==> src/rtl/rbsi_pkg.sv <==
`default_nettype none
// ----------------------------------------------------------------------------
// rbsi_pkg
// Shared types, constants and helpers for the 2D ray/box slab test.
// ----------------------------------------------------------------------------
package rbsi_pkg;

    localparam int FRAC_BITS = 16;
    localparam int DATA_W    = 32;
    localparam int DIFF_W    = DATA_W + 1;
    localparam int NUM_W     = DIFF_W + FRAC_BITS;
    localparam int HI_W      = NUM_W - DATA_W;
    localparam int NUM_CELLS = DATA_W;
    localparam int NUM_LANES = 4;
    localparam int ADDR_W    = 4;

    localparam logic [DATA_W-1:0] T_MAX = {1'b0, {(DATA_W-1){1'b1}}};
    localparam logic [DATA_W-1:0] T_MIN = {1'b1, {(DATA_W-1){1'b0}}};

    typedef enum logic [1:0] {
        REG_MIN_X = 2'd0,
        REG_MIN_Y = 2'd1,
        REG_MAX_X = 2'd2,
        REG_MAX_Y = 2'd3
    } rbsi_reg_t;

    // lane 0: x min edge, 1: x max edge, 2: y min edge, 3: y max edge
    typedef struct packed {
        logic [DATA_W-1:0] rem;
        logic [DATA_W-1:0] word;
        logic [DATA_W-1:0] dvs;
        logic              neg;
        logic              ovf;
    } rbsi_lane_t;

    typedef struct packed {
        rbsi_lane_t [NUM_LANES-1:0] lane;
        logic [1:0]                 dzero;
        logic [1:0]                 in_slab;
    } rbsi_div_t;

    function automatic rbsi_lane_t rbsi_lane_init(
        input logic [DATA_W-1:0] edge_v,
        input logic [DATA_W-1:0] org,
        input logic [DATA_W-1:0] dmag,
        input logic              dneg
    );
        rbsi_lane_t        l;
        logic [DIFF_W-1:0] diff;
        logic [DIFF_W-1:0] mag;
        logic [NUM_W-1:0]  num;
        logic [HI_W-1:0]   hi;
        diff   = {edge_v[DATA_W-1], edge_v} - {org[DATA_W-1], org};
        mag    = diff[DIFF_W-1] ? (~diff + DIFF_W'(1)) : diff;
        num    = {mag, {FRAC_BITS{1'b0}}};
        hi     = num[NUM_W-1:DATA_W];
        l.rem  = DATA_W'(hi);
        l.word = num[DATA_W-1:0];
        l.dvs  = dmag;
        l.neg  = diff[DIFF_W-1] ^ dneg;
        l.ovf  = (DATA_W'(hi) >= dmag);
        return l;
    endfunction

    function automatic logic [DATA_W-1:0] rbsi_sat(
        input logic [DATA_W-1:0] q,
        input logic              neg,
        input logic              ovf
    );
        logic [DATA_W-1:0] r;
        if (neg)
        begin
            r = (ovf || (q > T_MIN)) ? T_MIN : (~q + DATA_W'(1));
        end
        else
        begin
            r = (ovf || q[DATA_W-1]) ? T_MAX : q;
        end
        return r;
    endfunction

    function automatic logic rbsi_lt(
        input logic [DATA_W-1:0] a,
        input logic [DATA_W-1:0] b
    );
        return $signed(a) < $signed(b);
    endfunction

endpackage
`default_nettype wire

==> src/rtl/rbsi_cell.sv <==
`default_nettype none
// ----------------------------------------------------------------------------
// rbsi_cell
// One restoring-division step: one quotient bit for each of the four lanes.
// ----------------------------------------------------------------------------
module rbsi_cell (
    input  wire logic          clk,
    input  wire logic          rst_n,
    input  rbsi_pkg::rbsi_div_t in_data,
    input  wire logic          in_valid,
    output logic               in_ready,
    output rbsi_pkg::rbsi_div_t out_data,
    output logic               out_valid,
    input  wire logic          out_ready
);
    import rbsi_pkg::*;

    logic        valid_reg;
    rbsi_div_t   data_reg;
    rbsi_div_t   data_next;
    logic [DATA_W:0] rem2 [NUM_LANES];
    logic            ge   [NUM_LANES];
    logic [DATA_W:0] diff [NUM_LANES];

    assign in_ready  = !valid_reg || out_ready;
    assign out_valid = valid_reg;
    assign out_data  = data_reg;

    always_comb
    begin
        data_next = in_data;
        for (int i = 0; i < NUM_LANES; i++)
        begin
            rem2[i] = {in_data.lane[i].rem, in_data.lane[i].word[DATA_W-1]};
            diff[i] = rem2[i] - {1'b0, in_data.lane[i].dvs};
            ge[i]   = !diff[i][DATA_W] || rem2[i][DATA_W];
            data_next.lane[i].rem  = ge[i] ? diff[i][DATA_W-1:0] : rem2[i][DATA_W-1:0];
            data_next.lane[i].word = {in_data.lane[i].word[DATA_W-2:0], ge[i]};
        end
    end

    always_ff @(posedge clk or negedge rst_n)
    begin
        if (!rst_n)
        begin
            valid_reg <= 1'b0;
        end
        else if (in_ready)
        begin
            valid_reg <= in_valid;
        end
    end

    always_ff @(posedge clk)
    begin
        if (in_valid && in_ready)
        begin
            data_reg <= data_next;
        end
    end
endmodule
`default_nettype wire

==> config.mk <==
export PLATFORM = sky130hd
export DESIGN_NAME = rbsi_cell
export DESIGN_NICKNAME = d
export VERILOG_FILES = /design/src/rtl/rbsi_pkg.sv /design/src/rtl/rbsi_cell.sv
export SDC_FILE = /design/constraint.sdc
export NUM_CORES = 1
export LEC_CHECK = 0
export ABC_AREA = 1
export BUFFER_PORTS_ARGS = -buffer_cell sky130_fd_sc_hd__clkbuf_2
export CORE_AREA = 2 2 314 316
export DETAILED_ROUTE_END_ITERATION = 7
export DIE_AREA = 0 0 316 318
export PLACE_DENSITY = 0.55
export SLEW_MARGIN = 20
export SYNTH_ARGS = -nofsm -noshare
export SYNTH_HDL_FRONTEND = slang
export SYNTH_SLANG_ARGS = --single-unit
==> constraint.sdc <==
create_clock -name clk -period 65.1 [get_ports clk]
set_clock_uncertainty 0.2 [all_clocks]
set_input_delay 0 -clock clk [delete_from_list [all_inputs] [get_ports clk]]
set_output_delay 0 -clock clk [all_outputs]
set_load 0.05 [all_outputs]
==> impl_metrics.ini <==
[placed_design]
dp_hpwl_um = 80300
place.gp.congestion = 0.900
io_buffers = 797

[cts]
cts_made_buffers = 46
cts_max_level = 2
cts_hold_buf = 716
cts_resized = 0
root_buffer = clkbuf_16
tritoncts = yes
cts_setup_buffers = 0
clkTransAtPathRegs_ns = 0.06
clock_latency_ns = 0.63
cts.sinks = 397
clockBufferDepth = 3

[final_layout]
drive_above_1_share = 0.200
utilization = 0.397
regArea_um2 = 11900
multi_input_area_um2 = 9690
layout.nets = 5142
area_growth_pct = 58.0
nFillCells = 9737

[synth]
post-synth-top-count-cell = nand2_1
synth_warnings = 0
ys_ff_latch = 397
synthFlopType = edfxtp_1
synth_top_area_frac = 0.486
synth_xor_xnor_area_share = 0.0200
syn-num-nets = 3604
syn_area_um2 = 24500
synth_edf_count = 396
synthDistinctLibCells = 33
synth_common_cells = nand2_1, inv_1, edfxtp_1
synth_cells = 3072
synthSimpleGateAreaFrac = 0.276
synth_area_leaders = edfxtp_1, nand2_1, inv_1
synth_top_cell_by_area = edfxtp_1
synth_top_family_by_area = simple AND/OR/NAND/NOR gates
syn_avg_cell_area_um2 = 7.96
ys_async_sr_fraction = 0.00252
yosysSeqAreaShare = 0.487
synth.mux.area_fraction = 0
synth_compound_area_frac = 0.0293
synthAdderAreaFrac = 0.0687

[grt]
grt_max_degree = 74
grt_pass1_vias = 25349
grt_pass1_wl_um = 152000
grt_overflow_total = 0
grt.total_usage = 0.202
grt_antenna_before_repair = 21

[sta]
fin_crit_sh = 0.0704
worst_pin_slew_ns = 1.08
clock.fmax_mhz = 218
slew_viol_final = 0
rsz0062_at_grt = false
final-setup-viol-count = 0
fin_setup_tns_ns = 0
relSlewSlack = 0.280
hold_viol = 0
period_minus_slack_ns = 4.58

[critical_path]
critPathCaptureType = register
worstSetupPathType = primary input to register
crit_top_cell = buf_4
crit_chain = dlygate4sd3_1, clkbuf_2, dlygate4sd3_1, inv_1, a21oi_4, buf_4, buf_4, buf_4, buf_4
path_max_fanout = 73
crit_slowest_cell = buf_4
critPathRequiredTime_ns = 65.14
worstSetupStartpointType = primary input
cp.arrival_ns = 4.62
cp_slowest_stage_delay_ns = 0.89

[power]
p_leak_nw = 19.7
powerDensity_nw_per_um2 = 22.0
max-vdd-ir-drop_mv = 0.0196

[routing]
ant_nets = 0
vias = 25682
avgRoutedWirePerCell_um = 17.8
via_per_inst = 4.32
drtPass1Iterations = 6
detail_route.iter0.violations = 1849
routed_wl_um = 106000
drc = 0

[die]
die_w_um = 316
rows = 115
initial_core_util = 0.251
core_area_um2 = 97400
dieArea_um2 = 100000
ioPinCount = 798
die_h_um = 318

[run]
drv_cap = 0

[min_path]
hp-class = primary input to register

[outcome]
outcome = completed
## state kept, by name (all words and copies together) (netlist names)
name,flops
out_valid,1
out_data,396
## per-stage QoR
stage          total power [mW]  instances  cell area, µm²  setup slack, ns  hold WS, ns
6_report                  0.851       5940           38700            60.52       0.0365
5_1_grt                   0.891       5937           38600            60.31       0.0140
4_1_cts                   0.856       5934           38600            60.62      0.00334
3_5_place_dp              0.545       5133           29900            60.71       -0.414
3_3_place_gp              0.544       5133           29900            60.73       -0.411
2_1_floorplan             0.485       3072           24500            43.96       -0.496
## layout by cell type, fill, tap and decap left out, types with 6 or more instances in the layout
| cell | netlist | layout |
|---|---|---|
| nor2_2 | 8 | 8 |
| nand3_1 | 255 | 255 |
| o21ai_1 | 37 | 37 |
| clkinv_2 | 0 | 11 |
| buf_4 | 0 | 9 |
| clkbuf_16 | 0 | 46 |
| a21oi_1 | 64 | 63 |
| nand4_1 | 30 | 30 |
| and2_1 | 16 | 16 |
| clkbuf_1 | 8 | 6 |
| nor3_2 | 8 | 8 |
| nand3b_1 | 10 | 10 |
| inv_2 | 8 | 8 |
| or2_2 | 6 | 6 |
| clkbuf_2 | 0 | 797 |
| dlygate4sd3_1 | 0 | 716 |
| and3_1 | 6 | 6 |
| ha_1 | 128 | 128 |
| o21ai_2 | 8 | 8 |
| nor2_1 | 154 | 154 |
| nand2_1 | 1102 | 1102 |
| xor2_1 | 51 | 51 |
| diode_2 | 0 | 6 |
| edfxtp_1 | 396 | 396 |
| inv_1 | 697 | 697 |
| nor3_1 | 16 | 16 |
| o21bai_1 | 12 | 12 |
## kinds of logic (layout without fill, tap and decap cells)
group	count (synthesis)	count (layout)
other	0	6
adders and majority gates	132	132
DFF	397	397
AOI/OAI and AO/OA	128	128
buffers and inverters	737	2312
xor gates and xnor gates	56	56
and+or+nand+nor	1622	1622
## layer usage
layer	global-route usage	wire length, µm	part of all wire
met1	0.256	45300	0.43
met2	0.327	47600	0.45
met3	0.0563	8680	0.082
met4	0.0711	3850	0.036
met5	0	119	0.0011
## worst paths after layout
path / from / slack (ns) / endpoint / cells past startpoint
min reg2reg: out_valid$_DFFE_PN0N_ / 0.89 / out_data[362]$_DFFE_PP_ / 2
min in group asynchronous: rst_n / 0.60 / out_valid$_DFFE_PN0N_ / 4
max in group asynchronous: rst_n / 63.99 / out_valid$_DFFE_PN0N_ / 4
max reg2reg: out_valid$_DFFE_PN0N_ / 60.69 / out_data[391]$_DFFE_PP_ / 5
max: in_valid / 60.52 / out_data[391]$_DFFE_PP_ / 9
min: in_data[199] / 0.04 / out_data[179]$_DFFE_PP_ / 4
## worst max-delay path: cells and delay by family
| family | cells | cell delay [ns] |
|---|---|---|
| buf+inv | 8 | 4.34 |
| compound gates | 1 | 0.10 |
## cell type report
type | instances | share of cell area
clock inverter | 33 | 0.00978
antenna | 6 | 0.000388
sequential | 397 | 0.308
clock buffer | 52 | 0.0304
timing repair buffer | 1522 | 0.290
inverter | 705 | 0.0685
tap | 1287 | 0.0417
multi-input combinational | 1938 | 0.251
## power breakdown
group          internal (mW)  switching [mW]
Sequential             0.307         0.00842
Clock                  0.152           0.119
Combinational         0.0884           0.176
Total                  0.547           0.304
(Power assumes the default switching activity.)
