File: src/rtl/rbsi_pkg.sv
`default_nettype none
// ----------------------------------------------------------------------------
// rbsi_pkg
// Shared types, constants and helpers for the 2D ray/box slab test.
// ----------------------------------------------------------------------------
package rbsi_pkg;

    localparam int FRAC_BITS = 16;
    localparam int DATA_W    = 32;
    localparam int DIFF_W    = DATA_W + 1;
    localparam int NUM_W     = DIFF_W + FRAC_BITS;
    localparam int HI_W      = NUM_W - DATA_W;
    localparam int NUM_CELLS = DATA_W;
    localparam int NUM_LANES = 4;
    localparam int ADDR_W    = 4;

    localparam logic [DATA_W-1:0] T_MAX = {1'b0, {(DATA_W-1){1'b1}}};
    localparam logic [DATA_W-1:0] T_MIN = {1'b1, {(DATA_W-1){1'b0}}};

    typedef enum logic [1:0] {
        REG_MIN_X = 2'd0,
        REG_MIN_Y = 2'd1,
        REG_MAX_X = 2'd2,
        REG_MAX_Y = 2'd3
    } rbsi_reg_t;

    // lane 0: x min edge, 1: x max edge, 2: y min edge, 3: y max edge
    typedef struct packed {
        logic [DATA_W-1:0] rem;
        logic [DATA_W-1:0] word;
        logic [DATA_W-1:0] dvs;
        logic              neg;
        logic              ovf;
    } rbsi_lane_t;

    typedef struct packed {
        rbsi_lane_t [NUM_LANES-1:0] lane;
        logic [1:0]                 dzero;
        logic [1:0]                 in_slab;
    } rbsi_div_t;

    function automatic rbsi_lane_t rbsi_lane_init(
        input logic [DATA_W-1:0] edge_v,
        input logic [DATA_W-1:0] org,
        input logic [DATA_W-1:0] dmag,
        input logic              dneg
    );
        rbsi_lane_t        l;
        logic [DIFF_W-1:0] diff;
        logic [DIFF_W-1:0] mag;
        logic [NUM_W-1:0]  num;
        logic [HI_W-1:0]   hi;
        diff   = {edge_v[DATA_W-1], edge_v} - {org[DATA_W-1], org};
        mag    = diff[DIFF_W-1] ? (~diff + DIFF_W'(1)) : diff;
        num    = {mag, {FRAC_BITS{1'b0}}};
        hi     = num[NUM_W-1:DATA_W];
        l.rem  = DATA_W'(hi);
        l.word = num[DATA_W-1:0];
        l.dvs  = dmag;
        l.neg  = diff[DIFF_W-1] ^ dneg;
        l.ovf  = (DATA_W'(hi) >= dmag);
        return l;
    endfunction

    function automatic logic [DATA_W-1:0] rbsi_sat(
        input logic [DATA_W-1:0] q,
        input logic              neg,
        input logic              ovf
    );
        logic [DATA_W-1:0] r;
        if (neg)
        begin
            r = (ovf || (q > T_MIN)) ? T_MIN : (~q + DATA_W'(1));
        end
        else
        begin
            r = (ovf || q[DATA_W-1]) ? T_MAX : q;
        end
        return r;
    endfunction

    function automatic logic rbsi_lt(
        input logic [DATA_W-1:0] a,
        input logic [DATA_W-1:0] b
    );
        return $signed(a) < $signed(b);
    endfunction

endpackage
`default_nettype wire

File: src/rtl/rbsi_ray_if.sv
`default_nettype none
// ----------------------------------------------------------------------------
// rbsi_ray_if
// Ray channel: origin and direction with valid/ready handshake.
// ----------------------------------------------------------------------------
interface rbsi_ray_if;
    logic        valid;
    logic        ready;
    logic [31:0] origin_x;
    logic [31:0] origin_y;
    logic [31:0] dir_x;
    logic [31:0] dir_y;

    modport source (output valid, origin_x, origin_y, dir_x, dir_y, input ready);
    modport sink   (input valid, origin_x, origin_y, dir_x, dir_y, output ready);
endinterface
`default_nettype wire

File: src/rtl/rbsi_prep.sv
`default_nettype none
// ----------------------------------------------------------------------------
// rbsi_prep
// Form edge-minus-origin magnitudes, divisor magnitudes, signs and overflow, plus zero-direction and in-slab flags.
// ----------------------------------------------------------------------------
module rbsi_prep (
    input  wire logic                       clk,
    input  wire logic                       rst_n,
    rbsi_ray_if.sink                        ray,
    input  wire logic [rbsi_pkg::DATA_W-1:0] box_min_x,
    input  wire logic [rbsi_pkg::DATA_W-1:0] box_min_y,
    input  wire logic [rbsi_pkg::DATA_W-1:0] box_max_x,
    input  wire logic [rbsi_pkg::DATA_W-1:0] box_max_y,
    output rbsi_pkg::rbsi_div_t             out_data,
    output logic                            out_valid,
    input  wire logic                       out_ready
);
    import rbsi_pkg::*;

    logic              valid_reg;
    rbsi_div_t         data_reg;
    rbsi_div_t         data_next;
    logic [DATA_W-1:0] dmag_x;
    logic [DATA_W-1:0] dmag_y;

    assign ray.ready = !valid_reg || out_ready;
    assign out_valid = valid_reg;
    assign out_data  = data_reg;

    always_comb
    begin
        dmag_x = ray.dir_x[DATA_W-1] ? (~ray.dir_x + DATA_W'(1)) : ray.dir_x;
        dmag_y = ray.dir_y[DATA_W-1] ? (~ray.dir_y + DATA_W'(1)) : ray.dir_y;
        data_next.lane[0] = rbsi_lane_init(box_min_x, ray.origin_x, dmag_x,
                                           ray.dir_x[DATA_W-1]);
        data_next.lane[1] = rbsi_lane_init(box_max_x, ray.origin_x, dmag_x,
                                           ray.dir_x[DATA_W-1]);
        data_next.lane[2] = rbsi_lane_init(box_min_y, ray.origin_y, dmag_y,
                                           ray.dir_y[DATA_W-1]);
        data_next.lane[3] = rbsi_lane_init(box_max_y, ray.origin_y, dmag_y,
                                           ray.dir_y[DATA_W-1]);
        data_next.dzero[0]   = (ray.dir_x == '0);
        data_next.dzero[1]   = (ray.dir_y == '0);
        data_next.in_slab[0] = !rbsi_lt(ray.origin_x, box_min_x)
                               && !rbsi_lt(box_max_x, ray.origin_x);
        data_next.in_slab[1] = !rbsi_lt(ray.origin_y, box_min_y)
                               && !rbsi_lt(box_max_y, ray.origin_y);
    end

    always_ff @(posedge clk or negedge rst_n)
    begin
        if (!rst_n)
        begin
            valid_reg <= 1'b0;
        end
        else if (ray.ready)
        begin
            valid_reg <= ray.valid;
        end
    end

    always_ff @(posedge clk)
    begin
        if (ray.valid && ray.ready)
        begin
            data_reg <= data_next;
        end
    end
endmodule
`default_nettype wire

File: src/flat_wrapper.sv
// flat-port wrapper written by rule: the top's interface ports become plain ports
module rbsi_prep_flat import rbsi_pkg::*;
  (clk, rst_n, box_min_x, box_min_y, box_max_x, box_max_y, out_data, out_valid, out_ready, ray_valid, ray_origin_x, ray_origin_y, ray_dir_x, ray_dir_y, ray_ready);
  rbsi_ray_if ray_i ();
  input  wire logic clk;
  input  wire logic rst_n;
  input  wire logic [rbsi_pkg::DATA_W-1:0] box_min_x;
  input  wire logic [rbsi_pkg::DATA_W-1:0] box_min_y;
  input  wire logic [rbsi_pkg::DATA_W-1:0] box_max_x;
  input  wire logic [rbsi_pkg::DATA_W-1:0] box_max_y;
  output rbsi_pkg::rbsi_div_t out_data;
  output logic out_valid;
  input  wire logic out_ready;
  input wire logic [$bits(ray_i.valid)-1:0] ray_valid;
  input wire logic [$bits(ray_i.origin_x)-1:0] ray_origin_x;
  input wire logic [$bits(ray_i.origin_y)-1:0] ray_origin_y;
  input wire logic [$bits(ray_i.dir_x)-1:0] ray_dir_x;
  input wire logic [$bits(ray_i.dir_y)-1:0] ray_dir_y;
  output wire logic [$bits(ray_i.ready)-1:0] ray_ready;
  assign ray_i.valid = ray_valid;
  assign ray_i.origin_x = ray_origin_x;
  assign ray_i.origin_y = ray_origin_y;
  assign ray_i.dir_x = ray_dir_x;
  assign ray_i.dir_y = ray_dir_y;
  assign ray_ready = ray_i.ready;
  rbsi_prep u_core (.clk(clk), .rst_n(rst_n), .ray(ray_i), .box_min_x(box_min_x), .box_min_y(box_min_y), .box_max_x(box_max_x), .box_max_y(box_max_y), .out_data(out_data), .out_valid(out_valid), .out_ready(out_ready));
endmodule
File: config.mk
export PLATFORM = sky130hd
export DESIGN_NAME = rbsi_prep_flat
export DESIGN_NICKNAME = d
export VERILOG_FILES = /design/src/rtl/rbsi_pkg.sv /design/src/rtl/rbsi_ray_if.sv /design/src/rtl/rbsi_prep.sv /design/src/flat_wrapper.sv
export SDC_FILE = /design/constraint.sdc
export NUM_CORES = 1
export LEC_CHECK = 0
export ABC_AREA = 1
export BUFFER_PORTS_ARGS = -buffer_cell sky130_fd_sc_hd__buf_2
export CORE_AREA = 2 2 259 261
export DETAILED_ROUTE_END_ITERATION = 6
export DIE_AREA = 0 0 261 263
export PLACE_DENSITY_LB_ADDON = 0.08
export SLEW_MARGIN = 20
export SYNTH_ARGS = -nofsm -noshare
export SYNTH_HDL_FRONTEND = slang
export SYNTH_SLANG_ARGS = --single-unit
File: constraint.sdc
create_clock -name clk -period 21.2 [get_ports clk]
set_input_delay 4.24 -clock clk [delete_from_list [all_inputs] [get_ports clk]]
set_output_delay 4.24 -clock clk [all_outputs]
set_load 0.1 [all_outputs]
==> qor_table.md <==
| Parameter | Reported |
|:---|:---|
| Mux cell area share after synthesis | 0% |
| Count of flip-flops with a built-in enable after synthesis | 208 |
| Number of nets at the end of the flow | 4884 |
| Worst endpoint data arrival time | 4.88 ns |
| Core area | 65600 µm² |
| Post-route minimum period | 9.12 ns |
| Vias in the first global route | 24117 |
| DPL Wire Length | 81.7 mm |
| Setup violators final | 0 |
| Setup TNS Final | 0 ns |
| Max-cap violations | 0 |
| Clock Skew | 0.0159 ns |
| Data required time of the worst path | 16.96 ns |
| Final count of pins violating max slew | 0 |
| Worst reg2reg endpoint | u_core.out_data[160]$_DFFE_PP_ |
| Clock tree from TritonCTS | built |
| Area fraction in and, or, nand and nor cells after synthesis | 36.0% |
| Most used flip-flop cell after synthesis | sky130_fd_sc_hd__edfxtp_1 |
| Number of design-rule violations left by the first detailed-router iteration | 1837 |
| Reported net switching power | 1270 µW |
| Synthesized area per cell | 6.41 µm² |
| Slowest stage cell, crit path | sky130_fd_sc_hd__buf_2 |
| Depth of the worst register-to-register path | 3 |
| Wire length of the first global-routing pass | 140 mm |
| Clk root buf | sky130_fd_sc_hd__clkbuf_16 |
| H-tree level count | 1 |
| Die footprint | 68600 µm² |
| Finished Layout Cells | 5300 |
| Number of cells in the design after placement | 5249 |
| Ratio of cells with drive above 1 in the final layout | 15.2% |
| CTS buffer count | 27 |
| Insertion delay of the later-clocked pin in the worst-skew pair | 0.59 ns |
| Distinct cell type count after synthesis | 51 |
| Minimum setup slack among reg-to-reg paths | 18.83 ns |
| Cell types with the largest area share after synthesis | sky130_fd_sc_hd__edfxtp_1 (25%), sky130_fd_sc_hd__nand2_1 (19%), sky130_fd_sc_hd__inv_1 (11%), sky130_fd_sc_hd__ha_1 (10%), sky130_fd_sc_hd__buf_4 (5.7%) |
| Nature of the critical path endpoint | primary output |
| Pin count of the biggest net entering global routing | 159 |
| Routed via count | 25326 |
| Top cell type by total area after synthesis | sky130_fd_sc_hd__edfxtp_1 |
| Total grt overflow | 0 |
| Worst flop-to-flop path startpoint | u_core.out_valid$_DFFE_PN0N_ |
| Effective utilization at floorplan | 38.5% |
| Register bit count reported by yosys | 209 |
| Sequential fraction of the synthesis area | 24.8% |
| Max-slew headroom at the worst pin | 38.6% |
| Quantity of gates resized following cts | 0 |
| Y dimension of the die | 263 µm |
| IR drop worst, VDD | 0.0000603 V |
| Clock power frac | 19.7% |
| Per-cell routed wire length | 17.7 µm |
| XOR/XNOR Fraction of Synth Area | 5.73% |
| Row count | 94 |
| Cell repeated most along the worst path | sky130_fd_sc_hd__buf_2 |
| Share of the synthesized area in the top cell type | 24.7% |
| Combined global-route utilization of all metal layers | 26.4% |
| Areal power density over the cells | 81.5 nW/µm² |
| Combinational group share of total power | 56.6% |
| Critical Path Start Type | primary input |
| Routability Congestion | 0.966 |
| Largest fanout on the critical path | 2 |
| Actual slew at the worst max-slew pin | 0.920 ns |
| Drt first pass iters | 6 |
| Cell-internal power | 1080 µW |
| Compound-gate portion of the synthesized area | 6.08% |
| Relative area change from synthesis to final layout | 14.2% |
| Post-route fraction of the period consumed by the critical path | 43.0% |
| Number of top-level pins | 658 |
| Clock edge transition at the registers on the reported setup and hold paths | 0.06 ns |
| Count of buffering cells on the critical path with inverters included | 3 |
| Number of warnings printed during yosys synthesis | 0 |
| Adder and majority cell fraction of the synthesized area | 10.5% |
| Initial antenna violation count | 6 |
| Worst min path class | register to register |
| Maximum clock insertion buffer count | 3 |
| Status | finished clean |
| DRC errors left | 0 |
| Setup crit start | out_ready |
| Port bufs | 533 |
| Setup repair after global routing missed its margin | false |
| Number of cells on the critical path | 4 |
| Vias per Instance | 4.78 |
| Total setup buffers inserted after CTS | 0 |
| Netlist area before placement | 25200 µm² |
| Crit path to | ray_ready |
| Routed wire length | 93.7 mm |
| Flop pwr share | 23.6% |
| Number of hold-slack violations in the final timing report | 0 |
| Antenna Violating Nets Remaining | 0 |
| Leakage Power | 0.0159 µW |
| Proportion of register bits with asynchronous set or reset after synthesis | 0.478% |
| Maximum clock frequency | 110 MHz |
| Highest cell delay on the worst timing path | 0.43 ns |
| Switching fraction of total power | 54.0% |
| Family of cells with the greatest summed delay on the critical path | buffers and inverters |
| Largest family of logic cells by synthesized area | simple AND/OR/NAND/NOR gates |
| Chip Width | 261 µm |
| Worst-path cell chain | buf_2 -> inv_1 -> nand2_1 -> buf_2 |
| Cts hold-fix bufs | 0 |
| CTS Sinks | 209 |
| Crit Path Category | primary input to primary output |
| Synthesized netlist cell count | 3938 |
## state kept, by name, summed over array words and instances (netlist names)
register          cells
u_core.out_valid      1
u_core.out_data     208
## area by class of cell
cell class	count	area (µm²)
antenna	1	2.50
multi-input combinational	2922	15200
timing repair buffer	536	2700
clock buffer	36	719
fill	7233	36800
clock inverter	14	154
inverter	718	2700
tap	864	1080
sequential	209	6270
## worst min-delay path, cell delays in order (launching register included)
cell,delay [ns]
sky130_fd_sc_hd__dfrtp_1,0.41
sky130_fd_sc_hd__nand2_1,0.09
sky130_fd_sc_hd__nand2_1,0.06
## cell usage after synthesis, drive strengths merged, types with 3 or more instances
library cell	number
xnor2	35
a21oi	150
or2	8
a21boi	3
nand2	1332
nor2	364
ha	206
o21a	3
fa	4
nor4	16
edfxtp	208
nand3	262
nor3	52
nand4	68
inv	717
o41ai	3
o21ai	84
nand3b	38
a31oi	3
buf	203
and2	7
clkbuf	9
o31ai	5
a21o	3
o211ai	7
o21bai	10
a211oi	4
xor2	125
## layer usage
metal | GRT usage [%] | vias up | wire length, µm
li1 | - | 13082 | -
met1 | 35.0 | 11420 | 42400
met2 | 45.0 | 704 | 43600
met3 | 3.23 | 112 | 4950
met4 | 7.28 | 8 | 2730
met5 | 0 | - | 55
## power groups by stage
stage / logic, µW / clock network (µW) / registers [µW]
3_5_place_dp: 1330 / 0 / 564
3_3_place_gp: 1330 / 0 / 565
6_report: 1330 / 463 / 556
4_1_cts: 1330 / 477 / 557
2_1_floorplan: 716 / 0 / 920
5_1_grt: 1440 / 492 / 560
## stage by stage
| step | instance area [µm²] | hold slack, ns | power (µW) | util (%) | worst slack (ns) |
|---|---|---|---|---|---|
| after global routing | 28800 | 0.648 | 2490 | 43.9 | 12.05 |
| final | 28800 | 0.596 | 2350 | 43.9 | 12.08 |
| after global placement | 27900 | 0.577 | 1890 | 42.6 | 12.08 |
| after floorplan | 25700 | 1.71 | 1640 | - | 6.09 |
| after CTS | 28800 | 0.598 | 2360 | 43.9 | 12.08 |
| after detailed placement | 27900 | 0.584 | 1890 | 42.6 | 12.08 |
## cells by family (layout without fill, tap and decap cells)
family	count (synthesis)	in the layout
other	1	125
AND/OR/NAND/NOR	2149	2149
buffers and inverters	930	1304
flip-flops	209	209
XOR/XNOR	160	160
adder cells (fa/ha/maj)	210	210
AO/OA/AOI/OAI	279	279
## worst min path at each step
stage / start / to / depth (start not counted)
after floorplan: u_core.out_valid$_DFFE_PN0N_ / u_core.out_valid$_DFFE_PN0N_ / 2
after global placement: u_core.out_valid$_DFFE_PN0N_ / u_core.out_valid$_DFFE_PN0N_ / 2
after detailed placement: u_core.out_valid$_DFFE_PN0N_ / u_core.out_valid$_DFFE_PN0N_ / 2
after CTS: u_core.out_valid$_DFFE_PN0N_ / u_core.out_valid$_DFFE_PN0N_ / 2
after global routing: u_core.out_valid$_DFFE_PN0N_ / u_core.out_valid$_DFFE_PN0N_ / 2
final: u_core.out_valid$_DFFE_PN0N_ / u_core.out_valid$_DFFE_PN0N_ / 2
## layout by cell type (no fill, tap or decap), drive strengths merged, types with 124 or more instances in the layout
cell	n
conb	124
nand3	262
xor2	125
a21oi	150
inv	720
buf	536
ha	206
nor2	364
nand2	1332
edfxtp	208
Power figures use the tool's default switching activity.
