--- src/rtl/rbsi_pkg.sv ---
`default_nettype none
// ----------------------------------------------------------------------------
// rbsi_pkg
// Shared types, constants and helpers for the 2D ray/box slab test.
// ----------------------------------------------------------------------------
package rbsi_pkg;

    localparam int FRAC_BITS = 16;
    localparam int DATA_W    = 32;
    localparam int DIFF_W    = DATA_W + 1;
    localparam int NUM_W     = DIFF_W + FRAC_BITS;
    localparam int HI_W      = NUM_W - DATA_W;
    localparam int NUM_CELLS = DATA_W;
    localparam int NUM_LANES = 4;
    localparam int ADDR_W    = 4;

    localparam logic [DATA_W-1:0] T_MAX = {1'b0, {(DATA_W-1){1'b1}}};
    localparam logic [DATA_W-1:0] T_MIN = {1'b1, {(DATA_W-1){1'b0}}};

    typedef enum logic [1:0] {
        REG_MIN_X = 2'd0,
        REG_MIN_Y = 2'd1,
        REG_MAX_X = 2'd2,
        REG_MAX_Y = 2'd3
    } rbsi_reg_t;

    // lane 0: x min edge, 1: x max edge, 2: y min edge, 3: y max edge
    typedef struct packed {
        logic [DATA_W-1:0] rem;
        logic [DATA_W-1:0] word;
        logic [DATA_W-1:0] dvs;
        logic              neg;
        logic              ovf;
    } rbsi_lane_t;

    typedef struct packed {
        rbsi_lane_t [NUM_LANES-1:0] lane;
        logic [1:0]                 dzero;
        logic [1:0]                 in_slab;
    } rbsi_div_t;

    function automatic rbsi_lane_t rbsi_lane_init(
        input logic [DATA_W-1:0] edge_v,
        input logic [DATA_W-1:0] org,
        input logic [DATA_W-1:0] dmag,
        input logic              dneg
    );
        rbsi_lane_t        l;
        logic [DIFF_W-1:0] diff;
        logic [DIFF_W-1:0] mag;
        logic [NUM_W-1:0]  num;
        logic [HI_W-1:0]   hi;
        diff   = {edge_v[DATA_W-1], edge_v} - {org[DATA_W-1], org};
        mag    = diff[DIFF_W-1] ? (~diff + DIFF_W'(1)) : diff;
        num    = {mag, {FRAC_BITS{1'b0}}};
        hi     = num[NUM_W-1:DATA_W];
        l.rem  = DATA_W'(hi);
        l.word = num[DATA_W-1:0];
        l.dvs  = dmag;
        l.neg  = diff[DIFF_W-1] ^ dneg;
        l.ovf  = (DATA_W'(hi) >= dmag);
        return l;
    endfunction

    function automatic logic [DATA_W-1:0] rbsi_sat(
        input logic [DATA_W-1:0] q,
        input logic              neg,
        input logic              ovf
    );
        logic [DATA_W-1:0] r;
        if (neg)
        begin
            r = (ovf || (q > T_MIN)) ? T_MIN : (~q + DATA_W'(1));
        end
        else
        begin
            r = (ovf || q[DATA_W-1]) ? T_MAX : q;
        end
        return r;
    endfunction

    function automatic logic rbsi_lt(
        input logic [DATA_W-1:0] a,
        input logic [DATA_W-1:0] b
    );
        return $signed(a) < $signed(b);
    endfunction

endpackage
`default_nettype wire

--- src/rtl/rbsi_res_if.sv ---
`default_nettype none
// ----------------------------------------------------------------------------
// rbsi_res_if
// Result channel: hit flag and entry parameter with valid/ready handshake.
// ----------------------------------------------------------------------------
interface rbsi_res_if;
    logic        valid;
    logic        ready;
    logic        hit;
    logic [31:0] t_entry;

    modport source (output valid, hit, t_entry, input ready);
    modport sink   (input valid, hit, t_entry, output ready);
endinterface
`default_nettype wire

--- src/rtl/rbsi_final.sv ---
`default_nettype none
// ----------------------------------------------------------------------------
// rbsi_final
// Saturate quotients, form per-axis ranges, then entry/exit and hit.
// ----------------------------------------------------------------------------
module rbsi_final (
    input  wire logic          clk,
    input  wire logic          rst_n,
    input  rbsi_pkg::rbsi_div_t in_data,
    input  wire logic          in_valid,
    output logic               in_ready,
    rbsi_res_if.source         res
);
    import rbsi_pkg::*;

    logic              a_valid_reg;
    logic [DATA_W-1:0] xlo_reg, xhi_reg, ylo_reg, yhi_reg;
    logic              ok_reg;
    logic [DATA_W-1:0] xlo_next, xhi_next, ylo_next, yhi_next;
    logic              ok_next;
    logic [DATA_W-1:0] t [NUM_LANES];
    logic              a_ready;

    logic              b_valid_reg;
    logic              hit_reg;
    logic [DATA_W-1:0] t_entry_reg;
    logic              hit_next;
    logic [DATA_W-1:0] tmin, tmax;

    assign a_ready  = !b_valid_reg || res.ready;
    assign in_ready = !a_valid_reg || a_ready;

    always_comb
    begin
        for (int i = 0; i < NUM_LANES; i++)
        begin
            t[i] = rbsi_sat(in_data.lane[i].word, in_data.lane[i].neg, in_data.lane[i].ovf);
        end
        if (in_data.dzero[0])
        begin
            xlo_next = T_MIN;
            xhi_next = T_MAX;
        end
        else
        begin
            xlo_next = rbsi_lt(t[0], t[1]) ? t[0] : t[1];
            xhi_next = rbsi_lt(t[0], t[1]) ? t[1] : t[0];
        end
        if (in_data.dzero[1])
        begin
            ylo_next = T_MIN;
            yhi_next = T_MAX;
        end
        else
        begin
            ylo_next = rbsi_lt(t[2], t[3]) ? t[2] : t[3];
            yhi_next = rbsi_lt(t[2], t[3]) ? t[3] : t[2];
        end
        ok_next = (!in_data.dzero[0] || in_data.in_slab[0])
                  && (!in_data.dzero[1] || in_data.in_slab[1]);
    end

    always_comb
    begin
        tmin     = rbsi_lt(ylo_reg, xlo_reg) ? xlo_reg : ylo_reg;
        tmax     = rbsi_lt(xhi_reg, yhi_reg) ? xhi_reg : yhi_reg;
        hit_next = ok_reg && !tmax[DATA_W-1] && !rbsi_lt(tmax, tmin);
    end

    always_ff @(posedge clk or negedge rst_n)
    begin
        if (!rst_n)
        begin
            a_valid_reg <= 1'b0;
            b_valid_reg <= 1'b0;
        end
        else
        begin
            if (in_ready)
            begin
                a_valid_reg <= in_valid;
            end
            if (a_ready)
            begin
                b_valid_reg <= a_valid_reg;
            end
        end
    end

    always_ff @(posedge clk)
    begin
        if (in_valid && in_ready)
        begin
            xlo_reg <= xlo_next;
            xhi_reg <= xhi_next;
            ylo_reg <= ylo_next;
            yhi_reg <= yhi_next;
            ok_reg  <= ok_next;
        end
        if (a_valid_reg && a_ready)
        begin
            hit_reg     <= hit_next;
            t_entry_reg <= hit_next ? tmin : '0;
        end
    end

    assign res.valid   = b_valid_reg;
    assign res.hit     = hit_reg;
    assign res.t_entry = t_entry_reg;

`ifndef NO_ASSERTIONS
    a_zero_on_miss: assert property (@(posedge clk) disable iff (!rst_n)
        res.valid && !res.hit |-> res.t_entry == '0)
        else $error("t_entry nonzero on miss");
    a_b_hold: assert property (@(posedge clk) disable iff (!rst_n)
        b_valid_reg && !res.ready |=> b_valid_reg && $stable(t_entry_reg))
        else $error("result dropped while stalled");
    a_a_advance: assert property (@(posedge clk) disable iff (!rst_n)
        a_valid_reg && a_ready |=> b_valid_reg)
        else $error("stage A item lost");
`endif
endmodule
`default_nettype wire

--- src/flat_wrapper.sv ---
// flat-port wrapper written by rule: the top's interface ports become plain ports
module rbsi_final_flat import rbsi_pkg::*;
  (clk, rst_n, in_data, in_valid, in_ready, res_valid, res_hit, res_t_entry, res_ready);
  rbsi_res_if res_i ();
  input  wire logic clk;
  input  wire logic rst_n;
  input  rbsi_pkg::rbsi_div_t in_data;
  input  wire logic in_valid;
  output logic in_ready;
  output wire logic [$bits(res_i.valid)-1:0] res_valid;
  output wire logic [$bits(res_i.hit)-1:0] res_hit;
  output wire logic [$bits(res_i.t_entry)-1:0] res_t_entry;
  input wire logic [$bits(res_i.ready)-1:0] res_ready;
  assign res_valid = res_i.valid;
  assign res_hit = res_i.hit;
  assign res_t_entry = res_i.t_entry;
  assign res_i.ready = res_ready;
  rbsi_final u_core (.clk(clk), .rst_n(rst_n), .in_data(in_data), .in_valid(in_valid), .in_ready(in_ready), .res(res_i));
endmodule
--- config.mk ---
export PLATFORM = sky130hd
export DESIGN_NAME = rbsi_final_flat
export DESIGN_NICKNAME = d
export VERILOG_FILES = /design/src/rtl/rbsi_pkg.sv /design/src/rtl/rbsi_res_if.sv /design/src/rtl/rbsi_final.sv /design/src/flat_wrapper.sv
export SDC_FILE = /design/constraint.sdc
export NUM_CORES = 1
export LEC_CHECK = 0
export BUFFER_PORTS_ARGS = -buffer_cell sky130_fd_sc_hd__buf_2
export CAP_MARGIN = 20
export CORE_ASPECT_RATIO = 0.6
export CORE_MARGIN = 2
export CORE_UTILIZATION = 25
export DETAILED_ROUTE_END_ITERATION = 8
export SLEW_MARGIN = 40
export SYNTH_ARGS = -nofsm -noshare
export SYNTH_HDL_FRONTEND = slang
export SYNTH_SLANG_ARGS = --single-unit
--- constraint.sdc ---
create_clock -name clk -period 4.8 [get_ports clk]
set_input_delay 1.44 -clock clk [delete_from_list [all_inputs] [get_ports clk]]
set_output_delay 1.44 -clock clk [all_outputs]
set_load 0.01 [all_outputs]
==> flow_summary.json <==
{
  "result_of_the_run": "finished, violations left",
  "violations_in_the_final_reports": "negative setup slack",
  "design.final.nets": 3419,
  "floorplan.die.width_um": 342,
  "setup.worst_path.end_class": "register",
  "timing_worst_setup_path_type": "input pin to register",
  "fraction_of_power_consumed_by_combinational_cells": 0.601,
  "synth.top_cell.area_share": 0.284,
  "worst_r2r_endpoint": "u_core.res.t_entry[26]$_SDFFCE_PN0P_",
  "vias_in_the_first_global_route": 18000,
  "grt_setup_unrepaired": "true",
  "synth_edf_count": 162,
  "total_leakage_power_nw": 12.3,
  "timing.fmax_mhz": 173,
  "timing.max_cap.violations": 0,
  "h-tree-depth": 4,
  "min_from": "u_core.a_valid_reg$_DFFE_PN0N_",
  "post-route-util": 0.420,
  "worst_clock_skew_ps": 12.0,
  "dp_hpwl_mm": 50.3,
  "critPathMaxStageDelay_ps": 530,
  "timing.final.setup_violations": 161,
  "clockPowerShare": 0.162,
  "power_switching_w": 0.00309,
  "placeableCoreArea_sq_um": 67900,
  "detail_route.drc_violations": 0,
  "ys_types": 86,
  "synthesis.nets": 2568,
  "overflow": 0,
  "synth.avg_cell_area_sq_um": 8.51,
  "detail_route.iter0.violations": 1876,
  "layout-drive-gt1-share": 0.490,
  "synth_largest_area_cell": "sky130_fd_sc_hd__edfxtp_1",
  "cp_common_cell": "sky130_fd_sc_hd__buf_6",
  "irDropWorstVdd_uv": 284,
  "timing.hold.ws_ps": 492,
  "start_util": 0.252,
  "cts_inserted_buffers": 17,
  "antenna_cells": 0,
  "antenna_found_initial": 0,
  "hold_path_depth": 1,
  "power.switching_fraction": 0.388,
  "syn_inst": 2009,
  "totalWireLength_mm": 70.2,
  "seqPwrFrac": 0.237,
  "cts-root-buf": "sky130_fd_sc_hd__clkbuf_16",
  "fp-row-count": 74,
  "critical_path.cell_chain": "buf_6 > or4_4 > or4_4 > nor4_4 > nor2_4 > nor2b_1 > buf_4 > buf_6 > buf_4 > a221o_1 > ha_4 > nand4_1 > nor4_4 > or3b_4 > a41oi_4 > o31ai_4 > buf_6 > buf_12 > clkbuf_16 > buf_8 > nor3_4 > a31oi_1",
  "slew_headroom": 0.401,
  "clkLatencyLatePin_ps": 440,
  "internal_power_w": 0.00488,
  "endpoint_arrival_time_on_the_critical_path_ps": 5940,
  "timing_worst_slew_pin_value_ps": 874,
  "synth.ff_latch_count": 164,
  "cp.required_ps": 4960,
  "clock_pin_slew_reported_for_the_worst_setup_and_hold_paths_after_clock_tree_synthesis_ps": 60,
  "synth_ff_type": "sky130_fd_sc_hd__edfxtp_1",
  "synth.most_common_cell": "sky130_fd_sc_hd__nor2_1",
  "cts_buffer_depth": 2,
  "largest_net_degree_at_the_start_of_global_routing": 72,
  "globalplace.congestion": 0.928,
  "detailroute.via_count": 19700,
  "hold_violation_total_from_the_final_report": 0,
  "cts_tree": "done",
  "post_drt_wl_per_cell_um": 18.6,
  "chipHeight_um": 207,
  "min-delay-path-class": "register to register",
  "synthToLayoutAreaGrowth_pct": 66.6,
  "synth_warnings": 0,
  "synth_top_cells_by_count": "sky130_fd_sc_hd__nor2_1 (183), sky130_fd_sc_hd__edfxtp_1 (162), sky130_fd_sc_hd__ha_1 (159), sky130_fd_sc_hd__inv_1 (143), sky130_fd_sc_hd__nand2_1 (128)",
  "post_synth_instance_area_sq_um": 17100,
  "fp.dieArea_sq_um": 70600,
  "postSynth.asyncResetShare": 0.0122,
  "path_max_fanout": 8,
  "timing.final.ws_setup_ps": -980,
  "fin_total_pwr_w": 0.00797,
  "slowest_stage": "sky130_fd_sc_hd__or4_4",
  "hold_path_end": "u_core.res.valid$_DFFE_PN0P_",
  "final_antenna_net_count": 0,
  "globalRouteTotalUtil": 0.180,
  "crit-reg2reg-launch": "u_core.yhi_reg[27]$_SDFFCE_PP1P_",
  "cts_num_sinks": 164,
  "timing.reg2reg.worst_path_depth": 21,
  "yosys-top-cells-area": "sky130_fd_sc_hd__edfxtp_1 (28%), sky130_fd_sc_hd__ha_1 (12%), sky130_fd_sc_hd__mux2i_1 (4.0%)",
  "p_per_area_nw_per_um2": 280,
  "dpl_worst_slack_ps": -1630,
  "drt_pass1_iterations": 6,
  "final_max_slew_viol_count": 0,
  "port_buffers": 178,
  "cts_hold_repair.buffers": 0,
  "grt_first_pass_wirelength_mm": 99.6,
  "finalCritPeriodShare": 1.20,
  "boundaryPins": 435,
  "average_vias_per_placed_instance": 5.21,
  "ff2ff_setup_slack_ps": -130,
  "timing.critical_path.from_type": "input pin",
  "final.setup.tns_ps": -94300,
  "seq_area_frac_synth": 0.287,
  "final_period_minus_worst_setup_slack_ps": 5780
}
-- metrics by stage --
| stage | instance area, sq um | cells |
|---|---|---|
| after CTS | 26400 | 3721 |
| after floorplan | 17500 | 2009 |
| after detailed placement | 23900 | 3612 |
| final | 28500 | 3785 |
| after global placement | 23900 | 3612 |
| after global routing | 28500 | 3785 |
-- cells in the final DEF, fill, tap and decap left out, types with 67 or more instances in the layout --
master / instances
sky130_fd_sc_hd__inv_1: 128
sky130_fd_sc_hd__ha_1: 133
sky130_fd_sc_hd__a21o_1: 67
sky130_fd_sc_hd__buf_4: 658
sky130_fd_sc_hd__o21ai_0: 85
sky130_fd_sc_hd__buf_2: 172
sky130_fd_sc_hd__edfxtp_1: 162
sky130_fd_sc_hd__a21oi_1: 70
sky130_fd_sc_hd__nor2_1: 160
sky130_fd_sc_hd__nand2_1: 109
sky130_fd_sc_hd__nand3_1: 79
-- cell families (layout without fill, tap and decap cells) --
logic type	Yosys count	after routing	share of synthesized area
xor+xnor	4	4	0.00205
flops	164	164	0.287
fa+ha+maj	159	159	0.116
simple gates	727	727	0.221
mux	111	111	0.0680
compound gates	576	576	0.240
buf+inv	268	1132	0.0653
-- power by group through the flow --
| stage | sequential (W) | clock, W | combinational (W) |
|---|---|---|---|
| after floorplan | 0.00190 | 0 | 0.00189 |
| after global placement | 0.00192 | 0 | 0.00330 |
| after detailed placement | 0.00192 | 0 | 0.00334 |
| after CTS | 0.00189 | 0.00131 | 0.00385 |
| after global routing | 0.00190 | 0.00137 | 0.00508 |
| final | 0.00189 | 0.00129 | 0.00479 |
-- critical path, delay by kind of cell --
| kind | cells | cell delay (ps) |
|---|---|---|
| buffers and inverters | 8 | 1070 |
| AND/OR/NAND/NOR | 9 | 2530 |
| AO/OA/AOI/OAI | 4 | 710 |
| adder cells (fa/ha/maj) | 1 | 180 |
-- final cells by class --
class	instances	area [sq um]
fillers	6395	39400
multi-input cells	1577	13500
repair buffers	954	7860
flip-flops and latches	164	4910
well taps	912	1140
inverters	146	556
clock buffers	17	425
clock inverters	15	121
-- layer usage --
layer / vias up / wire length [um] / track usage / part of all wire
li1: 9419 / - / - / -
met1: 9551 / 32100 / 0.252 / 0.46
met2: 692 / 30300 / 0.273 / 0.43
met3: 70 / 6870 / 0.0546 / 0.098
met4: 2 / 839 / 0.0297 / 0.012
met5: - / 71 / 0.00739 / 0.0010
-- how the worst max path moves through the flow --
stage | startpoint | endpoint | slack [ps] | cells after the start
after CTS | in_data[150] | u_core.xlo_reg[8]$_SDFFCE_PP0P_ | -700 | 20
final | in_data[64] | u_core.xhi_reg[1]$_SDFFCE_PP1P_ | -980 | 22
after global routing | in_data[64] | u_core.xhi_reg[1]$_SDFFCE_PP1P_ | -1040 | 21
after floorplan | in_data[64] | u_core.xlo_reg[17]$_SDFFCE_PP0P_ | -830 | 18
after global placement | in_data[136] | u_core.xlo_reg[7]$_SDFFCE_PP0P_ | -1580 | 22
after detailed placement | in_data[136] | u_core.xlo_reg[7]$_SDFFCE_PP0P_ | -1630 | 22
-- what timing repair did --
action                                  4_1_cts  5_1_grt
gates cloned                                 13       18
gates resized for setup                     234      282
endpoints found under the setup margin      161      161
setup buffers                                67       57
pin swaps                                   117      136
No activity file was read; power rests on OpenSTA's default activity.
